[src/rtl/evm_pkg.sv]
// ----------------------------------------------------------------------------
// evm_pkg
// Shared types, widths and helpers for the Y-X-Z Euler view matrix pipeline.
// ----------------------------------------------------------------------------
package evm_pkg;

    localparam int ANGLE_W = 16;
    localparam int POS_W   = 32;
    localparam int AXIS_W  = 16;
    localparam int SHIFT_W = 32;
    localparam int SC_W    = 17;
    localparam int VW      = 48;

    localparam int SINE_LAT  = 4;
    localparam int AXIS_LAT  = 3;
    localparam int XLATE_LAT = 2;
    localparam int POS_DLY   = 1 + SINE_LAT + AXIS_LAT;
    localparam int LATENCY   = POS_DLY + XLATE_LAT;

    localparam logic [18:0] TURN_SCALE = 19'd166886;
    localparam logic [14:0] QUARTER    = 15'd16384;
    localparam logic [14:0] POLY_A     = 15'd25736;
    localparam logic [13:0] POLY_B     = 14'd10512;
    localparam logic [10:0] POLY_C     = 11'd1160;

    typedef logic signed [SC_W-1:0]   t_sc;
    typedef logic signed [AXIS_W-1:0] t_axis;
    typedef logic signed [POS_W-1:0]  t_pos;

    typedef struct packed {
        logic signed [POS_W-1:0]   pos_x;
        logic signed [POS_W-1:0]   pos_y;
        logic signed [POS_W-1:0]   pos_z;
        logic signed [ANGLE_W-1:0] pitch_angle;
        logic signed [ANGLE_W-1:0] yaw_angle;
        logic signed [ANGLE_W-1:0] roll_angle;
    } t_pose;

    typedef struct packed {
        logic signed [AXIS_W-1:0]  right_x;
        logic signed [AXIS_W-1:0]  right_y;
        logic signed [AXIS_W-1:0]  right_z;
        logic signed [AXIS_W-1:0]  upward_x;
        logic signed [AXIS_W-1:0]  upward_y;
        logic signed [AXIS_W-1:0]  upward_z;
        logic signed [AXIS_W-1:0]  forward_x;
        logic signed [AXIS_W-1:0]  forward_y;
        logic signed [AXIS_W-1:0]  forward_z;
        logic signed [SHIFT_W-1:0] shift_right;
        logic signed [SHIFT_W-1:0] shift_upward;
        logic signed [SHIFT_W-1:0] shift_forward;
    } t_view;

    function automatic t_axis axis_clamp(input logic signed [19:0] v);
        if (v > 20'sd16384) begin
            return t_axis'(16384);
        end else if (v < -20'sd16384) begin
            return -t_axis'(16384);
        end
        return v[AXIS_W-1:0];
    endfunction

    // round a value with 42 fraction bits to Q1.14
    function automatic t_axis axis_round(input logic signed [VW-1:0] v);
        logic signed [VW-1:0] t;
        t = v + VW'(134217728);
        return axis_clamp($signed(t[47:28]));
    endfunction

endpackage

[src/rtl/evm_xlate.sv]
// ----------------------------------------------------------------------------
// evm_xlate
// Two-stage negated dot product of one axis with the position, saturated.
// ----------------------------------------------------------------------------
module evm_xlate import evm_pkg::*; (
    input  logic                     i_clk,
    input  t_axis                    i_a0,
    input  t_axis                    i_a1,
    input  t_axis                    i_a2,
    input  t_pos                     i_p0,
    input  t_pos                     i_p1,
    input  t_pos                     i_p2,
    output logic signed [SHIFT_W-1:0] o_shift
);
    localparam int PW = POS_W + AXIS_W;
    localparam int DW = POS_W + 18;
    localparam int RW = (POS_W + 4 > 33) ? POS_W + 4 : 33;
    localparam logic signed [RW-1:0] SMAX = RW'(64'sd2147483647);
    localparam logic signed [RW-1:0] SMIN = RW'(-64'sd2147483648);

    logic signed [PW-1:0]      r_m0, r_m1, r_m2;
    logic signed [DW-1:0]      nd;
    logic signed [RW-1:0]      rs;
    logic signed [SHIFT_W-1:0] r_shift;

    always_comb begin
        nd = DW'(14'sd0) + (DW'(8192) - (DW'(r_m0) + DW'(r_m1) + DW'(r_m2)));
        rs = RW'(nd >>> 14);
    end

    always_ff @(posedge i_clk) begin
        r_m0 <= i_a0 * i_p0;
        r_m1 <= i_a1 * i_p1;
        r_m2 <= i_a2 * i_p2;
        if (rs > SMAX) begin
            r_shift <= SMAX[SHIFT_W-1:0];
        end else if (rs < SMIN) begin
            r_shift <= SMIN[SHIFT_W-1:0];
        end else begin
            r_shift <= rs[SHIFT_W-1:0];
        end
    end

    assign o_shift = r_shift;

endmodule

[config.mk]
export PLATFORM = sky130hd
export DESIGN_NAME = evm_xlate
export DESIGN_NICKNAME = d
export VERILOG_FILES = /design/src/rtl/evm_pkg.sv /design/src/rtl/evm_xlate.sv
export SDC_FILE = /design/constraint.sdc
export NUM_CORES = 2
export LEC_CHECK = 0
export BUFFER_PORTS_ARGS = -buffer_cell sky130_fd_sc_hd__buf_4
export CAP_MARGIN = 20
export CORE_UTILIZATION = 30
export DETAILED_ROUTE_END_ITERATION = 8
export SLEW_MARGIN = 5
export SYNTH_ARGS = -nofsm -noshare
export SYNTH_HDL_FRONTEND = slang
export SYNTH_SLANG_ARGS = --single-unit
export TNS_END_PERCENT = 5
[constraint.sdc]
create_clock -name i_clk -period 6.65 [get_ports i_clk]
set_input_delay 0.9975 -clock i_clk [delete_from_list [all_inputs] [get_ports i_clk]]
set_output_delay 0.9975 -clock i_clk [all_outputs]
set_load 0.05 [all_outputs]
* Word level (Yosys, flattened, before mapping)
Index checks and enable logic that the tools add are counted.
** Cells by class
- Add/subtract/negate cells :: 3
- $mul :: 3
- Div/mod/pow operators :: 0
- $lt $le $gt $ge :: 2
- Equality and inequality tests :: 0
- Shifts and indexed selects :: 0
- Mux-type cells :: 1
- Bitwise logic cells :: 0
- Reductions and logical operators :: 0
** Operators by type and width (count)
- $mul 16x32->48 :: 3
- $add 49x48->50 :: 1
- $sub 15x50->50 const A :: 1
- $add 48x48->49 :: 1
- $gt 36x32->1 const B :: 1
- $lt 36x32->1 const B :: 1
- $mux 32 :: 1
** Storage, ports and cells
- Register bits :: 176
- Bits in latches :: 0
- Memory bits (writable) :: 0
- ROM bits :: 0
- Input bits :: 145
- Output and inout bits :: 32
- Word-level logic and storage cells :: 13
- Memories :: 0

* Longest topological paths before layout
- Depth after elaboration :: 5
- Gate-level depth with buffers :: 27
- Mapped depth without buffers :: 25

* Worst setup path after synthesis
OpenSTA, ideal clock, no wires.
- Path type :: input-to-reg
- Start :: in i_a2[1]
- End :: reg r_m2[47]
- Library setup time :: 127 ps
- Data arrival time :: 7039 ps
- Data required time :: 6523 ps
- Slack :: -516 ps
- Stages :: 22
- Buffers on the path :: 1
- Cells stage by stage :: clkbuf_1 > nand2_1 > fa_1 > fa_1 > fa_1 > inv_1 > fa_1 > fa_1 > inv_1 > fa_1 > inv_1 > ha_1 > a21o_1 > a21o_1 > a2111oi_4 > o22ai_2 > a41o_1 > a21bo_2 > a211o_4 > a21oi_4 > nor2_1 > or3_1
** On the way
- Longest elaborated chain between the ends :: 1
** RTL lines
- start, declared :: RTL line evm_xlate.sv:9 : input t_axis i_a2,
- $mul 16x32->48 :: RTL line evm_xlate.sv:34 : r_m2 <= i_a2 * i_p2;
- end signal, assigned :: RTL line evm_xlate.sv:34
- end, declared :: RTL line evm_xlate.sv:21 : logic signed [PW-1:0] r_m0, r_m1, r_m2;
No other way between the ends.
A chain may end at the register's enable or synchronous reset.

* Final worst setup path
- Start :: in i_p1[12]
- End :: reg r_m1[44]
** On the way
- Longest elaborated chain between the ends :: 1
** RTL lines
- start, declared :: RTL line evm_xlate.sv:11 : input t_pos i_p1,
- $mul 16x32->48 :: RTL line evm_xlate.sv:33 : r_m1 <= i_a1 * i_p1;
- end signal, assigned :: RTL line evm_xlate.sv:33
- end, declared :: RTL line evm_xlate.sv:21
No other way between the ends.

==> results.json <==
{
  "worst_slew_pin_slew_ps": 516.0,
  "synthArstFlopShare": 0,
  "die_area_um2": 205100,
  "synthCells": 6758,
  "status": "complete, but fails checks",
  "cts_max_level": 4,
  "finalHoldViolations": 0,
  "synth_ff_type": "dfxtp_1",
  "wire_per_inst_um": 16.50,
  "place.gp.congestion": 0.9165,
  "ys_seq_area_frac": 0.05776,
  "dieWidth_um": 452.9,
  "wl_um": 166500,
  "synth-edff-count": 0,
  "cp_data_arrival_time_ps": 7150,
  "placementRows": 165,
  "drc": 4,
  "path_max_fanout": 15,
  "grt_pass1_wl_um": 272300,
  "drive_above_1_share": 0.1422,
  "setup_ws_ps": -143.1,
  "slew_violations": 0,
  "cts.clk_slew.worst_paths_ps": 80,
  "clockBufferDepth": 2,
  "rsz0062_at_grt": "true",
  "gr-total-overflow": 0,
  "end_kind": "flip-flop",
  "final_util": 0.3551,
  "violations": "design-rule violations, negative setup slack",
  "maxSlewHeadroom": 0.6539,
  "core_um2": 202100,
  "nNetsFinal": 9489,
  "hold_class": "flip-flop to flip-flop",
  "cts_made_buffers": 17,
  "cts_tree": "built",
  "clock_sinks": 176,
  "synth.most_common_cell": "inv_1",
  "synth_cell_types": 75,
  "grt_start_max_net_pins": 33,
  "dp_hpwl_um": 149800,
  "avgViaCountPerCell": 4.537,
  "fin_skew_ps": 10.26,
  "timing.fmax_mhz": 147.2,
  "ant_nets": 0,
  "fp.dieH_um": 452.9,
  "synth.area.top_cells": "fa_1, inv_1, ha_1, and2_1, dfxtp_1",
  "synth_nets": 8846,
  "syn_area_um2": 61000,
  "path_class": "input pin to flip-flop",
  "initial_core_util": 0.3018,
  "synth.largest_area_cell": "fa_1",
  "ys_ff_latch": 176,
  "num_io_pins": 177,
  "crit_path_start_kind": "input pin",
  "area_growth_pct": 17.67,
  "first_global_vias": 51250,
  "tns_ps": -339.6,
  "period_share": 1.022,
  "cp.required_ps": 7010,
  "first_pass_iters": 8,
  "worstSkewPairLatency_ps": 460,
  "maxCapViolCount": 0,
  "avgSynthCellArea_um2": 9.026,
  "synth_top_area_frac": 0.4939,
  "drt_iter0_drc": 2010,
  "period_needed_ps": 6793,
  "antenna_found_initial": 1,
  "io_buffers": 176,
  "yosysWarnings": 0,
  "synthTopCellsByCount": "inv_1, fa_1, nand2_1",
  "vias": 45770,
  "grt_usage": 0.1669,
  "finalSetupViolCount": 7,
  "root_buffer": "clkbuf_16"
}
==> critical path, stage by stage <==
cell	delay (ps)
buf_12	130
buf_6	110
and2_4	150
fa_1	510
fa_1	560
fa_1	470
fa_1	540
fa_1	560
inv_2	40
fa_2	570
inv_2	60
ha_4	260
and3_4	180
nand4_1	170
nor4_2	340
buf_4	190
nand2_4	60
nor3_4	260
buf_6	160
o21ai_4	60
a21oi_4	220
a21oi_2	100
a21oi_2	200
xor2_2	240
==> metal layers <==
layer,GRT usage,vias to the layer above,part of all wire
met3,0.01232,302,0.031
met4,0.07516,2,0.053
met1,0.2035,23580,0.41
met2,0.2994,911,0.51
li1,-,20980,-
met5,0,-,0.000078
==> metrics by stage <==
step	hold slack [ps]	instance area (um^2)	setup WS, ps	cells
after floorplan	791.7	61070	-288.7	6758
after global placement	936.5	70270	-900.5	10040
after detailed placement	940.9	70270	-924.4	10040
after CTS	978.6	71040	-34.75	10080
after global routing	1014	71770	-258.5	10090
final	969.3	71770	-143.1	10090
==> worst paths after layout <==
check / from / slack (ps) / to / cells past startpoint
worst min-delay path: r_m2[47] / 970 / o_shift[31] / 4
worst min register to register: r_m2[47] / 970 / o_shift[31] / 4
worst max-delay path: i_p1[12] / -140 / r_m1[44] / 24
worst max register to register: r_m2[2] / 1830 / o_shift[2] / 15
==> repair_timing <==
item,in CTS,in global routing
cloned,0,1
gates resized for setup,31,147
endpoints found under the setup margin,21,47
setup buffers,3,7
pin swaps,14,71
hold buffers,0,0
==> area by class of cell <==
class	count	area, um^2
Clock buffer	17	425.4
Timing Repair Buffer	893	7179
Clock inverter	15	181.4
Multi-Input combinational cell	4575	50580
Tap cell	2672	3343
Inverter	1738	6530
Fill cell	20540	130300
Sequential cell	176	3523
Antenna cell	2	5.005
==> layout by cell type (no fill, tap or decap), types with 23 or more instances in the layout <==
cell,Yosys,routed
nand2b_1,29,29
dfxtp_1,176,176
o21a_1,23,23
a21oi_1,163,143
o21ai_1,39,49
nand2_1,916,912
nand4_1,25,25
inv_1,1735,1730
a21o_1,87,87
buf_6,0,32
xnor2_1,125,124
buf_4,3,831
fa_1,1505,1491
xor2_1,61,59
o21ai_0,90,79
nand3_1,41,41
ha_1,438,424
nor3_1,31,25
buf_12,0,24
nor2_1,156,153
and2_1,629,625
o21bai_1,26,26
==> flip-flops by register name, summed over array words and instances, names as in the netlist <==
| register | flops |
|---|---|
| o_shift | 32 |
| r_m0 | 48 |
| r_m1 | 48 |
| r_m2 | 48 |
==> cells by family (layout without fill, tap and decap cells) <==
kind of cell	after synthesis	count (layout)	share of synthesized area
buf+inv	2007	2663	0.1238
fa+ha+maj	1943	1943	0.5838
other cells	0	2	0
xor+xnor	186	186	0.02671
simple gates	1893	1893	0.1495
compound gates	553	553	0.05850
flops	176	176	0.05776
Power is not shown: default switching activity piles up to over one toggle a cycle in this logic, so the estimate is an artifact.
