## src/rtl/evm_pkg.sv

```systemverilog
// ----------------------------------------------------------------------------
// evm_pkg
// Shared types, widths and helpers for the Y-X-Z Euler view matrix pipeline.
// ----------------------------------------------------------------------------
package evm_pkg;

    localparam int ANGLE_W = 16;
    localparam int POS_W   = 32;
    localparam int AXIS_W  = 16;
    localparam int SHIFT_W = 32;
    localparam int SC_W    = 17;
    localparam int VW      = 48;

    localparam int SINE_LAT  = 4;
    localparam int AXIS_LAT  = 3;
    localparam int XLATE_LAT = 2;
    localparam int POS_DLY   = 1 + SINE_LAT + AXIS_LAT;
    localparam int LATENCY   = POS_DLY + XLATE_LAT;

    localparam logic [18:0] TURN_SCALE = 19'd166886;
    localparam logic [14:0] QUARTER    = 15'd16384;
    localparam logic [14:0] POLY_A     = 15'd25736;
    localparam logic [13:0] POLY_B     = 14'd10512;
    localparam logic [10:0] POLY_C     = 11'd1160;

    typedef logic signed [SC_W-1:0]   t_sc;
    typedef logic signed [AXIS_W-1:0] t_axis;
    typedef logic signed [POS_W-1:0]  t_pos;

    typedef struct packed {
        logic signed [POS_W-1:0]   pos_x;
        logic signed [POS_W-1:0]   pos_y;
        logic signed [POS_W-1:0]   pos_z;
        logic signed [ANGLE_W-1:0] pitch_angle;
        logic signed [ANGLE_W-1:0] yaw_angle;
        logic signed [ANGLE_W-1:0] roll_angle;
    } t_pose;

    typedef struct packed {
        logic signed [AXIS_W-1:0]  right_x;
        logic signed [AXIS_W-1:0]  right_y;
        logic signed [AXIS_W-1:0]  right_z;
        logic signed [AXIS_W-1:0]  upward_x;
        logic signed [AXIS_W-1:0]  upward_y;
        logic signed [AXIS_W-1:0]  upward_z;
        logic signed [AXIS_W-1:0]  forward_x;
        logic signed [AXIS_W-1:0]  forward_y;
        logic signed [AXIS_W-1:0]  forward_z;
        logic signed [SHIFT_W-1:0] shift_right;
        logic signed [SHIFT_W-1:0] shift_upward;
        logic signed [SHIFT_W-1:0] shift_forward;
    } t_view;

    function automatic t_axis axis_clamp(input logic signed [19:0] v);
        if (v > 20'sd16384) begin
            return t_axis'(16384);
        end else if (v < -20'sd16384) begin
            return -t_axis'(16384);
        end
        return v[AXIS_W-1:0];
    endfunction

    // round a value with 42 fraction bits to Q1.14
    function automatic t_axis axis_round(input logic signed [VW-1:0] v);
        logic signed [VW-1:0] t;
        t = v + VW'(134217728);
        return axis_clamp($signed(t[47:28]));
    endfunction

endpackage

```

## src/rtl/evm_sine.sv

```systemverilog
// ----------------------------------------------------------------------------
// evm_sine
// Four-stage quarter-wave polynomial sine of a 16-bit phase, Q1.14 result.
// ----------------------------------------------------------------------------
module evm_sine import evm_pkg::*; (
    input  logic        i_clk,
    input  logic [15:0] i_phase,
    output t_sc         o_sin
);
    logic [14:0] qq;
    logic [29:0] p_qq;
    logic [24:0] p_c;
    logic [27:0] p_zt;
    logic [29:0] p_qt;
    logic [15:0] s;

    logic [14:0] r_q1, r_z2_1, r_q2, r_z2_2, r_q3;
    logic [13:0] r_t1;
    logic [14:0] r_t2;
    logic        r_neg1, r_neg2, r_neg3;
    t_sc         r_sin;

    always_comb begin
        qq = i_phase[14] ? (QUARTER - {1'b0, i_phase[13:0]}) : {1'b0, i_phase[13:0]};
        p_qq = qq * qq;
        p_c  = POLY_C * r_z2_1;
        p_zt = r_z2_2 * r_t1;
        p_qt = r_q3 * r_t2;
        s    = p_qt[29:14];
    end

    always_ff @(posedge i_clk) begin
        r_q1   <= qq;
        r_neg1 <= i_phase[15];
        r_z2_1 <= p_qq[28:14];

        r_q2   <= r_q1;
        r_neg2 <= r_neg1;
        r_z2_2 <= r_z2_1;
        r_t1   <= POLY_B - {3'b000, p_c[24:14]};

        r_q3   <= r_q2;
        r_neg3 <= r_neg2;
        r_t2   <= POLY_A - {1'b0, p_zt[27:14]};

        r_sin  <= r_neg3 ? -$signed({1'b0, s}) : $signed({1'b0, s});
    end

    assign o_sin = r_sin;

endmodule

```

## config.mk

```make
export PLATFORM = sky130hd
export DESIGN_NAME = evm_sine
export DESIGN_NICKNAME = d
export VERILOG_FILES = /design/src/rtl/evm_pkg.sv /design/src/rtl/evm_sine.sv
export SDC_FILE = /design/constraint.sdc
export NUM_CORES = 1
export LEC_CHECK = 0
export BUFFER_PORTS_ARGS = -buffer_cell sky130_fd_sc_hd__buf_2
export CAP_MARGIN = 0
export CORE_MARGIN = 2
export CORE_UTILIZATION = 55
export CTS_BUF_LIST = sky130_fd_sc_hd__clkbuf_4 sky130_fd_sc_hd__clkbuf_8
export CTS_CLUSTER_SIZE = 24
export DETAILED_ROUTE_END_ITERATION = 12
export MAX_ROUTING_LAYER = met4
export PLACE_DENSITY = 0.71
export SYNTH_ARGS = -nofsm -noshare
export SYNTH_HDL_FRONTEND = slang
export SYNTH_SLANG_ARGS = --single-unit
```

## constraint.sdc

```tcl
create_clock -name i_clk -period 10.1 [get_ports i_clk]
set_input_delay 0.505 -clock i_clk [delete_from_list [all_inputs] [get_ports i_clk]]
set_output_delay 0.505 -clock i_clk [all_outputs]
set_load 0.05 [all_outputs]
```

# After elaboration in Yosys (flattened, before gate mapping)
# Index checks and enable logic that the tools add are counted.
dict set report totals {
  wordCells 22
  output_inout_bits 17
  inputBits 17
  ff_bits 124
}
dict set report classes {
  muxes 2
  addsub 4
  mul 4
}
# operator n
set op_table {}
lappend op_table {{$mul A15 B15 Y30} 1}
lappend op_table {{$sub A15 B14 Y15 const A} 2}
lappend op_table {{$mul A15 B15 Y29} 1}
lappend op_table {{$mul A15 B14 Y28} 1}
lappend op_table {{$mul A8 B15 Y22 const A} 1}
lappend op_table {{$neg A16 Y17} 1}
lappend op_table {{$mux W16} 1}
lappend op_table {{$mux W15} 1}
lappend op_table {{$sub A14 B11 Y14 const A} 1}

# Longest topological paths before layout
dict set report depth {
  depth_word 3
  mapped_depth 35
  ltp_nobuf 33
}

# Worst setup path before layout
# No wires, ideal clock.
dict set report synth_path {
  path_kind {input port to flip-flop}
  startpoint {input port i_phase[0]}
  endpoint {register r_z2_1[12]}
  required_time_ps 9982
  n_path_buf 1
  cell_stages 30
  setup_ps 118
  arrival_ps 7608
  path_slack_ps 2374
  cell_sequence {buf_2 > inv_2 > ha_1 > nand2_1 > or3_1 > nand2b_1 > o31a_1 > xnor2_1 > clkinv_1 > nand2_1 > fa_1 > fa_1 > inv_1 > fa_1 > fa_1 > inv_1 > fa_1 > fa_1 > inv_1 > ha_1 > o211ai_1 > a21oi_1 > o21ai_0 > o41ai_1 > a221o_1 > a21oi_1 > nor2b_1 > o21ai_1 > nor2b_1 > xnor2_1}
}
dict set report synth_between {
  elab_chain_cells 3
}
# item line_no
set synth_lines {}
lappend synth_lines {{start, declared} evm_sine.sv:7} ;# input logic [15:0] i_phase,
lappend synth_lines {{$sub A15 B14 Y15} evm_sine.sv:24} ;# qq = i_phase[14] ? (QUARTER - {1'b0, i_phase[13:0]}) : {1'b0, i_phase[13:0]};
lappend synth_lines {{$mux W15} evm_sine.sv:24}
lappend synth_lines {{via qq[12]} evm_sine.sv:10} ;# logic [14:0] qq;
lappend synth_lines {{$mul A15 B15 Y29} evm_sine.sv:25} ;# p_qq = qq * qq;
lappend synth_lines {{via p_qq[26]} evm_sine.sv:11} ;# logic [29:0] p_qq;
lappend synth_lines {{end signal, assigned} evm_sine.sv:35} ;# r_z2_1 <= p_qq[28:14];
lappend synth_lines {{end, declared} evm_sine.sv:17} ;# logic [14:0] r_q1, r_z2_1, r_q2, r_z2_2, r_q3;
# The timed path passes the listed nets, and every way through them passes these cells.
# A chain may end at the register's enable or synchronous reset.

# Worst setup path in the final report
# Same ends and word-level chain as after synthesis.

==> impl_metrics.toml <==
[floorplanning]
io_pins = 34
num_rows = 76
start_util_pct = 56.0
die_h_um = 214
fp.dieW_um = 214
die-area_mm2 = 0.0456
core_area_mm2 = 0.0432

[setup_path]
timing.rr.start = "r_t1[5]"
path_depth = 31
cpMaxStageDelayCell = "o41ai_1"
cp-end-kind = "register"
cp_common_cell = "fa_1"
rr_worst_depth = 25
cp-start-kind = "input port"
critPathTopFamily = "adder cells"
criticalPathCategory = "in -> reg"
r2r-end = "r_t2[12]"
crit_required_ns = 10.47
reg2reg_setup_slack_ns = 2.52
path_buf_inv = 6
cp_max_fo = 11
critPathArrivalTime_ns = 8.76
max_stage_delay_ns = 0.69

[clocking]
post_cts_buffers = 0
cts_max_path_buffers = 2
clock_latency_ns = 0.48
cts_resized = 0
htree_levels = 4
cts_sinks = 122
cts_root_buf = "clkbuf_8"
cts_tree = "done"
postCtsHoldBufs = 0
cts_inserted_buffers = 17
clk_pin_slew_ns = 0.08

[placed_design]
dp_hpwl_mm = 40.7
place_congestion = 0.908
numPortBuffers = 33

[detailed_routing]
vias = 16800
routedWlPerCell_um = 15.0
routed_wl_mm = 48.0
drtPass1Iterations = 5
via_per_inst = 5.23
drc = 0
drtIter0Drc = 772
ant_nets = 0

[cells_and_area]
drive_gt1_share_pct = 4.46
syn2layout_area_growth_pct = 4.31
final_util_pct = 58.4
n_fill_cell = 3843
diodes = 0
layout_common_cells = "606 x inv_1, 446 x fa_1, 327 x ha_1, 302 x nand2_1, 213 x and2_1"
final_nets = 3399
mostFrequentLayoutCell = "inv_1"

[sta]
post-route-period-util_pct = 83.0
final.setup.tns_ns = 0
relSlewSlack_pct = 37.5
worst_slew_pin_slew_ns = 0.934
rsz0062_at_grt = "false"
min_period_ns = 8.38
maxSlewViolCount = 0
clock_skew_ns = 0.00911
finalHoldViolations = 0
setup_violations = 0
max_freq_mhz = 119

[yosys]
synth.avg_cell_area_um2 = 9.21
synth_top_flop_cell = "dfxtp_1"
ys_seq_area_share_pct = 10.1
ys_ff_latch = 122
yosysWarnings = 0
synth_cell_type_count = 88
synth_edf_count = 0
syn_inst = 2623
synthArstFlopShare_pct = 0
netlist_area_mm2 = 0.0242

[grt]
grt_max_degree = 19
grt_pass1_wl_mm = 85.7
track_usage_pct = 24.2
antenna_found_initial = 0
grt_pass1_vias = 18500
overflow = 0

[status]
status = "finished clean"

[hold_path]
hold-path-endpoint = "r_neg1"
hold_depth = 1
hold_start = "i_phase[15]"
hp-class = "in -> reg"

[flow_run]
drv_cap = 0
cells in the mapped netlist (all sizes together), types with 6 or more instances:
cell type,count,share of area (%)
inv,607,9.4
fa,446,37
ha,327,17
nand2,302,4.7
and2,214,5.5
dfxtp,122,10
nor2,83,1.3
clkbuf,76,1.3
xnor2,68,2.5
a21oi,50,1.1
o21ai,42,0.89
xor2,39,1.5
a21o,29,0.91
nor3,19,0.48
o21a,15,0.47
and3,12,0.35
nand3,12,0.25
a31oi,10,0.34
nand2b,10,0.26
nor2b,10,0.26
nand4,9,0.26
or3,8,0.21
a211oi,7,0.28
o211ai,7,0.30
clkinv,6,0.093
o31a,6,0.22
o31ai,6,0.26
or4,6,0.20
flip-flops by register name (all words and copies together) (netlist names), 12 cells and up:
name	count
r_z2_2	15
r_q1	15
r_t2	15
r_q2	15
o_sin	17
r_q3	15
r_t1	12
r_z2_1	15
cell families (layout without fill, tap and decap cells):
logic type / after synthesis / after routing / synth area share, %
buffers and inverters: 693 / 685 / 10.9
adder cells (fa/ha/maj): 773 / 773 / 53.9
XOR/XNOR: 107 / 107 / 3.94
AND/OR/NAND/NOR: 705 / 705 / 14.4
multiplexers: 6 / 6 / 0.274
AO/OA/AOI/OAI: 215 / 215 / 6.43
other: 2 / 9 / 0.0311
flip-flops: 122 / 122 / 10.1
metal layers:
metal	vias up	track usage (%)	share of wire (%)
met1	8396	28.7	42
met3	87	3.82	4.8
met2	340	42.5	50
met4	0	7.02	2.3
li1	7947	-	-
met5	-	-	0
worst max-delay path by stage:
stage | startpoint | end | slack, ns
global placement | i_phase[0] | r_z2_1[12] | 1.55
detailed placement | i_phase[0] | r_z2_1[12] | 1.33
CTS | i_phase[0] | r_z2_1[12] | 1.78
floorplan | i_phase[0] | r_z2_1[12] | 2.37
finish | i_phase[0] | r_z2_1[12] | 1.72
global route | i_phase[0] | r_z2_1[13] | 1.18
through the flow:
| stage | area (um^2) | setup WS [ns] | cells | hold slack, ns |
|---|---|---|---|---|
| 4_1_cts | 25200 | 1.78 | 3207 | 0.0925 |
| 2_1_floorplan | 24200 | 2.37 | 2630 | 0.310 |
| 6_report | 25200 | 1.72 | 3207 | 0.122 |
| 3_3_place_gp | 24800 | 1.55 | 3175 | 0.311 |
| 5_1_grt | 25200 | 1.18 | 3207 | 0.0941 |
| 3_5_place_dp | 24800 | 1.33 | 3175 | 0.312 |
final cells by class:
class,count,area (um^2),share of cell area [%]
clock buffers,19,262,1.04
flip-flops and latches,122,2440,9.69
repair buffers,40,218,0.864
well taps,585,732,2.90
multi-input cells,1815,19100,75.8
inverters,613,2300,9.13
clock inverters,13,134,0.531
Power is not shown: default switching activity piles up to over one toggle a cycle in this logic, so the estimate is an artifact.
